[config.mk]
export PLATFORM = sky130hd
export DESIGN_NAME = vbd_div
export DESIGN_NICKNAME = d
export VERILOG_FILES = /design/src/sv/vbd_div.sv
export SDC_FILE = /design/constraint.sdc
export NUM_CORES = 1
export LEC_CHECK = 0
export BUFFER_PORTS_ARGS = -buffer_cell sky130_fd_sc_hd__clkbuf_2
export CORE_MARGIN = 3
export CORE_UTILIZATION = 58
export CTS_CLUSTER_SIZE = 24
export DETAILED_ROUTE_END_ITERATION = 16
export PLACE_DENSITY = 0.84
export SETUP_SLACK_MARGIN = 0.4
export SLEW_MARGIN = 20
export SYNTH_ARGS = -nofsm -noshare
export SYNTH_HDL_FRONTEND = slang
export SYNTH_SLANG_ARGS = --single-unit
[constraint.sdc]
create_clock -name clk_i -period 3.9 [get_ports clk_i]
set_input_delay 0.195 -clock clk_i [delete_from_list [all_inputs] [get_ports clk_i]]
set_output_delay 0.195 -clock clk_i [all_outputs]
set_load 0.02 [all_outputs]
[src/sv/vbd_div.sv]
// ----------------------------------------------------------------------------
// Restoring divider
// Unsigned division producing one quotient bit per cycle.
// ----------------------------------------------------------------------------
module vbd_div #(
  parameter int unsigned NumW = 22,
  parameter int unsigned DenW = 11
) (
  input  logic            clk_i,
  input  logic            rst_ni,
  input  logic            start_i,
  input  logic [NumW-1:0] num_i,
  input  logic [DenW-1:0] den_i,
  output logic [NumW-1:0] quo_o,
  output logic            done_o
);
  localparam int unsigned CntW = $clog2(NumW + 1);

  logic [DenW:0]   rem_q, rem_d, trial;
  logic [NumW-1:0] quo_q, quo_d;
  logic [DenW-1:0] den_q;
  logic [CntW-1:0] cnt_q, cnt_d;
  logic            busy_q, busy_d, done_q, done_d;
  logic            bit_s;

  always_comb begin
    trial = {rem_q[DenW-1:0], quo_q[NumW-1]};
    bit_s = trial >= {1'b0, den_q};
    rem_d = bit_s ? trial - {1'b0, den_q} : trial;
    quo_d = {quo_q[NumW-2:0], bit_s};
    cnt_d = cnt_q + CntW'(1);
    busy_d = busy_q && (cnt_q != CntW'(NumW - 1));
    done_d = done_q || (busy_q && !busy_d);
  end

  always_ff @(posedge clk_i or negedge rst_ni) begin
    if (!rst_ni) begin
      busy_q <= 1'b0;
      done_q <= 1'b0;
      cnt_q  <= '0;
    end else if (start_i) begin
      busy_q <= 1'b1;
      done_q <= 1'b0;
      cnt_q  <= '0;
    end else if (busy_q) begin
      busy_q <= busy_d;
      done_q <= done_d;
      cnt_q  <= cnt_d;
    end
  end

  always_ff @(posedge clk_i) begin
    if (start_i) begin
      rem_q <= '0;
      quo_q <= num_i;
      den_q <= den_i;
    end else if (busy_q) begin
      rem_q <= rem_d;
      quo_q <= quo_d;
    end
  end

  assign quo_o  = quo_q;
  assign done_o = done_q;
endmodule

==> impl_metrics.json, run 1 <==
{
  "p_sw_share_pct": 36.22,
  "power_switching_mw": 0.6240,
  "hold_path_class": "in -> reg",
  "clk_pin_slew_ns": 0.09,
  "grt_pass1_wl_mm": 9.177,
  "num_rows": 24,
  "power_mw": 1.723,
  "synth_area_leader_cell": "edfxtp_1",
  "criticalPathCategory": "reg -> reg",
  "status": "complete, no violations",
  "startpoint_type": "flip-flop",
  "clockPowerShare_pct": 17.6,
  "finalNetCount": 335,
  "area_growth_pct": 14.75,
  "gr-total-overflow": 0,
  "cts_hold_buf": 1,
  "fmax_mhz": 418.5,
  "die_height_um": 74.83,
  "post_cts_buffers": 0,
  "dp_slack_ns": 1.517,
  "cts_max_level": 2,
  "skew_ns": 0.002514,
  "dieArea_um2": 5600,
  "setup_ws_ns": 1.510,
  "crit_fanout": 15,
  "setup_tns_ns": 0,
  "post-route-util_pct": 70.47,
  "dieWidth_um": 74.83,
  "cts.repair.resized": 0,
  "cts_tree": "done",
  "clock_sinks": 51,
  "intPower_mw": 1.099,
  "yosysTopAreaCellShare_pct": 36.07,
  "drt_iter0_drc": 156,
  "wl_per_cell_um": 16.11,
  "track_usage_pct": 21.81,
  "synth_seq_area_share_pct": 50.46,
  "crit_path_end_kind": "flip-flop",
  "syn_area_per_cell_um2": 12.10,
  "pwr-share-seq_pct": 42.3,
  "dp_hpwl_mm": 3.862,
  "period_share_pct": 61.28,
  "io_buffer_count": 58,
  "p_leak_nw": 1.386,
  "core_um2": 4474,
  "p_comb_share_pct": 40.1,
  "synth_cell_types": 47,
  "first_global_vias": 1912,
  "clockBufferDepth": 2,
  "cap_viol_max_count": 0,
  "io_pins": 59,
  "rrSetupSlack_ns": 1.51,
  "syn-cell-area_um2": 2748,
  "ir_drop_uv": 338.7,
  "power.density_nw_per_um2": 546.4,
  "period_minus_slack_ns": 2.390,
  "antenna_found_initial": 0,
  "cp.required_ns": 4.12,
  "grt_max_degree": 49,
  "ys_ff_latch": 51,
  "rsz0062_at_grt": "false",
  "worst_slew_pin_slew_ns": 0.9233,
  "antennaDiodeCount": 0,
  "drv_slew": 0,
  "firstDrtPassIters": 5,
  "drive_above_1_share_pct": 34.97,
  "finalHoldViolations": 0,
  "finalSetupViolCount": 0,
  "vias": 1887,
  "routed_wl_mm": 5.446,
  "drc": 0,
  "clock-root-buffer": "clkbuf_8",
  "slew_headroom_pct": 38.30,
  "ys_warn_count": 0,
  "synth.top_cells.by_area": "edfxtp_1 36%, mux2_2 9.0%, dfxtp_1 8.0%, dfrtp_1 6.4%, ha_1 5.9%",
  "viasPerCell": 5.583,
  "postRouteAntennaNets": 0,
  "insertion_delay_ns": 0.31,
  "synthCells": 227,
  "critPathArrivalTime_ns": 2.61,
  "synthesis.nets": 277,
  "numCtsBuffers": 5,
  "start_util_pct": 61.41,
  "gp_congestion": 0.8975
}
[metrics by stage]
| step | cells | hold WS [ns] | area [µm²] |
|---|---|---|---|
| 2_1_floorplan | 227 | -0.1006 | 2748 |
| 3_3_place_gp | 329 | 0.03643 | 3058 |
| 3_5_place_dp | 329 | 0.04572 | 3058 |
| 4_1_cts | 338 | 0.05015 | 3153 |
| 5_1_grt | 338 | 0.04873 | 3153 |
| 6_report | 338 | 0.05503 | 3153 |
[cell usage in the layout, fill, tap and decap left out, drive strengths merged, types with 8 or more instances in the layout]
cell type  instances
a211oi             8
clkbuf            64
dfxtp             11
edfxtp            33
ha                13
inv               16
mux2              22
nand2             11
nor2              22
o21ai             10
[power groups by stage]
stage | sequential (mW) | clock (mW) | combinational, mW
after floorplan | 0.755 | 0 | 0.539
after global placement | 0.735 | 0 | 0.657
after detailed placement | 0.735 | 0 | 0.681
after CTS | 0.728 | 0.306 | 0.688
after global routing | 0.738 | 0.326 | 0.760
final | 0.729 | 0.303 | 0.692
[cell usage after synthesis (all sizes together)]
master / number
o311ai: 2
inv: 16
o21a: 3
and2: 1
dfxtp: 11
mux2: 22
nand3: 5
clkbuf: 4
nand4: 3
o311a: 1
xnor2: 6
buf: 6
ha: 13
nand4b: 2
fa: 1
nor4: 3
nand2b: 4
o211ai: 3
nand3b: 1
a211oi: 8
xor2: 3
edfxtp: 33
o31a: 2
and3: 1
a21oi: 7
nor2: 22
a311oi: 2
mux2i: 7
nand2: 11
nor4bb: 1
or3: 1
nor2b: 2
dfrtp: 7
o21ai: 10
o31ai: 1
o22ai: 2
[critical path: stages, from the launching register on]
cell	delay, ns
edfxtp_1	0.37
inv_1	0.05
ha_1	0.21
fa_1	0.44
nor2b_4	0.14
o31a_4	0.15
o21ai_4	0.10
o21ai_4	0.42
mux2i_1	0.15
a211oi_1	0.26
[layout make-up]
cell class	instances	area [µm²]
multi-input cells	150	1241
fillers	314	1321
repair buffers	61	315.3
inverters	16	60.06
well taps	52	65.06
clock inverters	2	12.51
flip-flops and latches	51	1386
clock buffers	6	72.57
[per-layer routing]
metal	part of all wire, %	track usage [%]	wire (µm)	vias up
li1	-	-	-	946
met1	45	30.30	2434	860
met2	46	33.27	2479	73
met3	8.5	6.275	461	8
met4	1.3	6.719	70	0
met5	0	0	0	-
[kinds of logic after synthesis]
family	after synthesis	synth area share [%]
mux	29	11.57
flops	51	50.46
buf+inv	26	4.371
simple gates	57	11.93
compound gates	41	12.16
fa+ha+maj	14	6.649
xor+xnor	9	2.869
[worst paths after layout]
| kind | from | endpoint | cells past startpoint |
|---|---|---|---|
| setup / recovery | quo_o[21]$_DFFE_PP_ | rem_q[3]$_SDFFE_PP0P_ | 9 |
| hold / removal | den_i[2] | den_q[2]$_DFFE_PP_ | 1 |
| setup reg to reg | quo_o[21]$_DFFE_PP_ | rem_q[3]$_SDFFE_PP0P_ | 9 |
| hold reg to reg | done_o$_DFFE_PN0P_ | done_o$_DFFE_PN0P_ | 1 |
| max in group asynchronous | rst_ni | busy_q$_DFF_PN0_ | 2 |
| min in group asynchronous | rst_ni | cnt_q[0]$_DFFE_PN0P_ | 2 |
[sequential cells by signal (all words and copies together) (netlist names)]
| register | count |
|---|---|
| cnt_q | 5 |
| rem_q | 11 |
| den_q | 11 |
| busy_q | 1 |
| quo_o | 22 |
| done_o | 1 |
(Power assumes the default switching activity.)
==> inputs of run 2 (changes only) <==
Settings changed: CORE_UTILIZATION 58 to 49, PLACE_DENSITY 0.84 to 0.76.
Clock period 3.9 ns to 2.05 ns, I/O delays scaled along.
==> run 2 against run 1 <==
The flow now finishes with violations (setup timing). Utilization fell by 1.3 points. Setup slack got worse by 1.7 ns. Power rose by 120%. First-iteration DRC count rose by 43%. Sequential cell count did not move. Via count rose by 12%. Clock power rose by 110%. Die area rose by 17%. Critical endpoint unchanged.
==> impl_metrics.json, run 2 (synthesis results as in run 1) <==
{
  "dp_hpwl_mm": 4.099,
  "critPathMaxStageDelay_ns": 0.42,
  "placed_area_um2": 3232,
  "period_share_pct": 107.7,
  "clk_pin_slew_ns": 0.10,
  "insertion_delay_ns": 0.32,
  "io_pins": 59,
  "drive_above_1_share_pct": 44.62,
  "p_leak_nw": 1.597,
  "core_um2": 5270,
  "intPower_mw": 2.456,
  "cp.required_ns": 2.28,
  "fmax_mhz": 452.8,
  "antennaDiodeCount": 0,
  "crit_slowest_cell": "nor4_4",
  "drt_iter0_drc": 223,
  "dp_slack_ns": -0.1513,
  "track_usage_pct": 19.03,
  "finalHoldViolations": 0,
  "finalSetupViolCount": 12,
  "gp_congestion": 0.7837,
  "dp.cells": 366,
  "clockPowerShare_pct": 16.8,
  "die_height_um": 80.88,
  "start_util_pct": 52.14,
  "path_cells": "buf_6 -> ha_4 -> nand4_1 -> nor4_4 -> nor4_4 -> buf_4 -> o21ai_4 -> mux2i_1 -> a211oi_1",
  "cap_viol_max_count": 0,
  "io_buffer_count": 58,
  "viasPerCell": 5.370,
  "clockBufferDepth": 2,
  "startpoint_type": "flip-flop",
  "p_sw_share_pct": 35.63,
  "pwr-share-seq_pct": 36.7,
  "num_rows": 26,
  "dieArea_um2": 6542,
  "grt_max_degree": 32,
  "crit_path_end_kind": "flip-flop",
  "hold_depth": 1,
  "stdcell_count": 395,
  "finalNetCount": 374,
  "rsz0062_at_grt": "true",
  "hold_path_class": "in -> reg",
  "wl_per_cell_um": 15.55,
  "cts_tree": "done",
  "drc": 0,
  "ff2ff_path_depth": 9,
  "violations": "setup timing",
  "grt_pass1_wl_mm": 9.584,
  "area_growth_pct": 32.74,
  "post-route-util_pct": 69.21,
  "first_global_vias": 2048,
  "slew_headroom_pct": 71.24,
  "drv_slew": 0,
  "power_mw": 3.815,
  "setup_ws_ns": -0.1583,
  "post-route-cell-area_um2": 3647,
  "p_comb_share_pct": 46.5,
  "dieWidth_um": 80.88,
  "worst_slew_pin_slew_ns": 0.4259,
  "critPathArrivalTime_ns": 2.44,
  "status": "complete, but fails checks",
  "skew_ns": 0.01288,
  "crit_top_cell": "nor4_4",
  "antenna_found_initial": 0,
  "criticalPathCategory": "reg -> reg",
  "final_cell_mix": "58 x clkbuf_2, 33 x edfxtp_1, 25 x buf_4",
  "n_fill_cell": 356,
  "ir_drop_uv": 690.4,
  "period_minus_slack_ns": 2.208,
  "multi_input_area_um2": 1370,
  "numCtsBuffers": 5,
  "gr-total-overflow": 0,
  "routed_wl_mm": 6.141,
  "layout_commonest_cell": "clkbuf_2",
  "largest_register_ffs": 22,
  "power_switching_mw": 1.359,
  "postRouteAntennaNets": 0,
  "power.density_nw_per_um2": 1046,
  "clock-root-buffer": "clkbuf_8",
  "cts_max_level": 2,
  "firstDrtPassIters": 5,
  "clock_sinks": 51,
  "vias": 2121,
  "crit_fanout": 8,
  "final-seq-area_um2": 1388
}
run 2: cell count changes in the layout (fill, tap and decap cells not counted), moves of 4 or more:
cell / previous run / this run
buf_6: 0 / 4
buf_4: 2 / 25
dlygate4sd3_1: 1 / 12
ha_1: 13 / 8
ha_4: 0 / 5
run 2: power groups by stage:
| stage | combinational, mW | clock [mW] | sequential, mW |
|---|---|---|---|
| 5_1_grt | 1.91 | 0.689 | 1.42 |
| 4_1_cts | 1.62 | 0.642 | 1.38 |
| 3_5_place_dp | 1.47 | 0 | 1.40 |
| 3_3_place_gp | 1.43 | 0 | 1.40 |
| 6_report | 1.77 | 0.640 | 1.40 |
| 2_1_floorplan | 1.03 | 0 | 1.44 |
run 2: metal layers:
layer,GRT usage (%),vias up,routed length [µm]
met5,0,-,0
met3,3.991,11,331
met1,25.36,1015,2756
li1,-,1027,-
met4,6.588,0,80
met2,30.79,68,2973
run 2: cell type report:
class | instances | area share (%)
flip-flops and latches | 51 | 38.04
multi-input cells | 151 | 37.56
repair buffers | 99 | 17.63
clock buffers | 7 | 2.470
well taps | 70 | 2.401
inverters | 16 | 1.647
clock inverters | 1 | 0.2401
run 2: final timing paths:
kind | startpoint | endpoint | slack (ns)
max in group asynchronous | rst_ni | cnt_q[0]$_DFFE_PN0P_ | 1.75
max | rem_q[0]$_SDFFE_PP0P_ | rem_q[3]$_SDFFE_PP0P_ | -0.16
min | start_i | den_q[10]$_DFFE_PP_ | 0.04
min reg2reg | done_o$_DFFE_PN0P_ | done_o$_DFFE_PN0P_ | 0.51
max reg2reg | rem_q[0]$_SDFFE_PP0P_ | rem_q[3]$_SDFFE_PP0P_ | -0.16
min in group asynchronous | rst_ni | cnt_q[3]$_DFFE_PN0P_ | 0.14
run 2: stage by stage:
| step | TNS, ns | hold slack (ns) |
|---|---|---|
| floorplan | -1.446 | -0.1931 |
| global placement | -0.5337 | -0.05272 |
| detailed placement | -1.058 | -0.04677 |
| CTS | -0.3516 | 0.04364 |
| global route | -2.233 | 0.03920 |
| finish | -0.9954 | 0.04232 |
run 2: critical path, delay by kind of cell, from the launching register on:
family / cells / cell delay, ns
muxes: 1 / 0.16
DFF: 1 / 0.34
and+or+nand+nor: 3 / 0.65
adders and majority gates: 1 / 0.25
buffers and inverters: 2 / 0.28
AOI/OAI and AO/OA: 2 / 0.43
run 2: timing repair:
| item | 4_1_cts | 5_1_grt |
|---|---|---|
| gates resized for setup | 10 | 11 |
| buffers inserted | 3 | 5 |
| hold endpoints to repair | 18 | 0 |
| setup endpoints to repair | 12 | 12 |
| cloned | 1 | 0 |
| hold buffers | 12 | 0 |
| pin swaps | 9 | 9 |
==> inputs of run 3 (changes only) <==
Settings changed: CORE_MARGIN 3 to unset.
==> run 3 against run 2 <==
The run still ends with setup timing left. Via count increased by 2.1%. Global-route usage rose by 3.6 points. Clock skew is 0.010 ns lower. Count of clock-buffer cells in the layout fell by 1. Critical endpoint is now rem_q[10]$_SDFFE_PP0P_. Highest routed layer unchanged.
==> impl_metrics.json, run 3 (synthesis results as in run 1) <==
{
  "first_global_vias": 2263,
  "grt_util_met2_pct": 38.13,
  "clock_sinks": 51,
  "grt_pass1_wl_mm": 10.53,
  "area_growth_pct": 33.11,
  "cp_top_family": "compound AO/OA/AOI/OAI gates",
  "cts_tree": "done",
  "io_buffer_count": 58,
  "multi_input_area_um2": 1340,
  "setup_ws_ns": -0.1665,
  "criticalPathCategory": "reg -> reg",
  "firstDrtPassIters": 4,
  "ir_drop_uv": 574.8,
  "numCtsBuffers": 5,
  "antenna_found_initial": 0,
  "fmax_mhz": 451.2,
  "intPower_mw": 2.468,
  "cp-startpoint": "den_q[0]$_DFFE_PP_",
  "dieArea_um2": 5911,
  "period_share_pct": 108.1,
  "vias": 2166,
  "crit_path_end_kind": "flip-flop",
  "rsz0062_at_grt": "true",
  "worst_slew_pin_slew_ns": 0.3789,
  "worst-path-buf-inv": 2,
  "cts_max_level": 2,
  "p_comb_share_pct": 48.9,
  "num_rows": 26,
  "period_minus_slack_ns": 2.216,
  "layout_commonest_cell": "clkbuf_2",
  "final-seq-area_um2": 1388,
  "largest_register_ffs": 22,
  "finalNetCount": 378,
  "track_usage_pct": 22.67,
  "dp_hpwl_mm": 3.927,
  "skew_ns": 0.002868,
  "pwr-share-seq_pct": 36.3,
  "cp_num_cells": 10,
  "hold_path_class": "in -> reg",
  "viasPerCell": 5.429,
  "post-route-cell-area_um2": 3657,
  "final_cell_mix": "58 x clkbuf_2, 33 x edfxtp_1, 25 x buf_4",
  "slew_headroom_pct": 74.68,
  "drc": 0,
  "placed_area_um2": 3274,
  "drv_slew": 0,
  "critPathArrivalTime_ns": 2.43,
  "crit_fanout": 3,
  "routed_wl_mm": 6.178,
  "wl_per_cell_um": 15.48,
  "cp.required_ns": 2.26,
  "postRouteAntennaNets": 0,
  "drt_iter0_drc": 113,
  "gr-total-overflow": 0,
  "start_util_pct": 52.46,
  "critPathMaxStageDelay_ns": 0.42,
  "top_usage_layer": "met2",
  "power_switching_mw": 1.369,
  "clk_pin_slew_ns": 0.09,
  "gp_congestion": 0.9170,
  "io_pins": 59,
  "grt_max_degree": 30,
  "dieWidth_um": 76.88,
  "cap_viol_max_count": 0,
  "path_cells": "ha_4 -> fa_2 -> nor2b_4 -> o31a_4 -> o21ai_4 -> buf_6 -> o21ai_4 -> buf_6 -> o21ai_1 -> a311oi_2",
  "crit_slowest_cell": "edfxtp_1",
  "hold_depth": 2,
  "core_um2": 5238,
  "clock-root-buffer": "clkbuf_8",
  "violations": "setup timing",
  "clockPowerShare_pct": 14.8,
  "r2r_start": "den_q[0]$_DFFE_PP_",
  "n_fill_cell": 351,
  "status": "complete, but fails checks",
  "power.density_nw_per_um2": 1049,
  "p_sw_share_pct": 35.67,
  "die_height_um": 76.88,
  "ff2ff_path_depth": 10,
  "dp_slack_ns": -0.1656,
  "use_met1_pct": 27.69,
  "insertion_delay_ns": 0.30,
  "clockBufferDepth": 2,
  "antennaDiodeCount": 0,
  "min_from": "num_i[10]",
  "drive_above_1_share_pct": 44.07,
  "met3_usage_pct": 5.714,
  "power_mw": 3.837,
  "finalHoldViolations": 0,
  "finalSetupViolCount": 12,
  "post-route-util_pct": 69.83,
  "startpoint_type": "flip-flop",
  "p_leak_nw": 1.602,
  "timing.hold.ws_ns": 0.09626
}
## run 3: per-layer routing
layer / up-vias / part of all wire, %
li1: 1032 / -
met1: 1040 / 42
met2: 75 / 49
met3: 19 / 5.9
met4: 0 / 2.5
met5: - / 0
## run 3: power by group through the flow
stage / combinational, mW / sequential (mW) / clock (mW)
floorplan: 1.03 / 1.44 / 0
global placement: 1.46 / 1.40 / 0
detailed placement: 1.51 / 1.39 / 0
CTS: 1.74 / 1.39 / 0.575
global route: 2.01 / 1.41 / 0.610
finish: 1.88 / 1.39 / 0.568
## run 3: metrics by stage
stage                     setup TNS, ns  std cells
after floorplan                  -1.446        227
after global placement          -0.4750        370
after detailed placement         -1.274        370
after CTS                       -0.3416        397
after global routing             -2.239        399
final                            -1.271        399
## run 3: area by class of cell
cell class | count | share of cell area (%)
timing repair buffer | 103 | 19.06
clock buffer | 6 | 1.984
clock inverter | 2 | 0.3421
tap | 70 | 2.395
multi-input combinational | 151 | 36.64
inverter | 16 | 1.642
sequential | 51 | 37.94
## run 3: timing repair
action                                  CTS  global route
buffers inserted                          6             2
pin swaps                                10             5
cloned                                    1             0
gates resized for setup                  14             8
endpoints found under the hold margin    18             0
hold buffers                             12             0
endpoints found under the setup margin   12            12
## run 3: final timing paths
path	endpoint	slack, ns
max	rem_q[10]$_SDFFE_PP0P_	-0.17
min	quo_o[10]$_DFFE_PP_	0.1
max reg2reg	rem_q[10]$_SDFFE_PP0P_	-0.17
min reg2reg	done_o$_DFFE_PN0P_	0.50
max in group asynchronous	cnt_q[0]$_DFFE_PN0P_	1.73
min in group asynchronous	busy_q$_DFF_PN0_	0.16
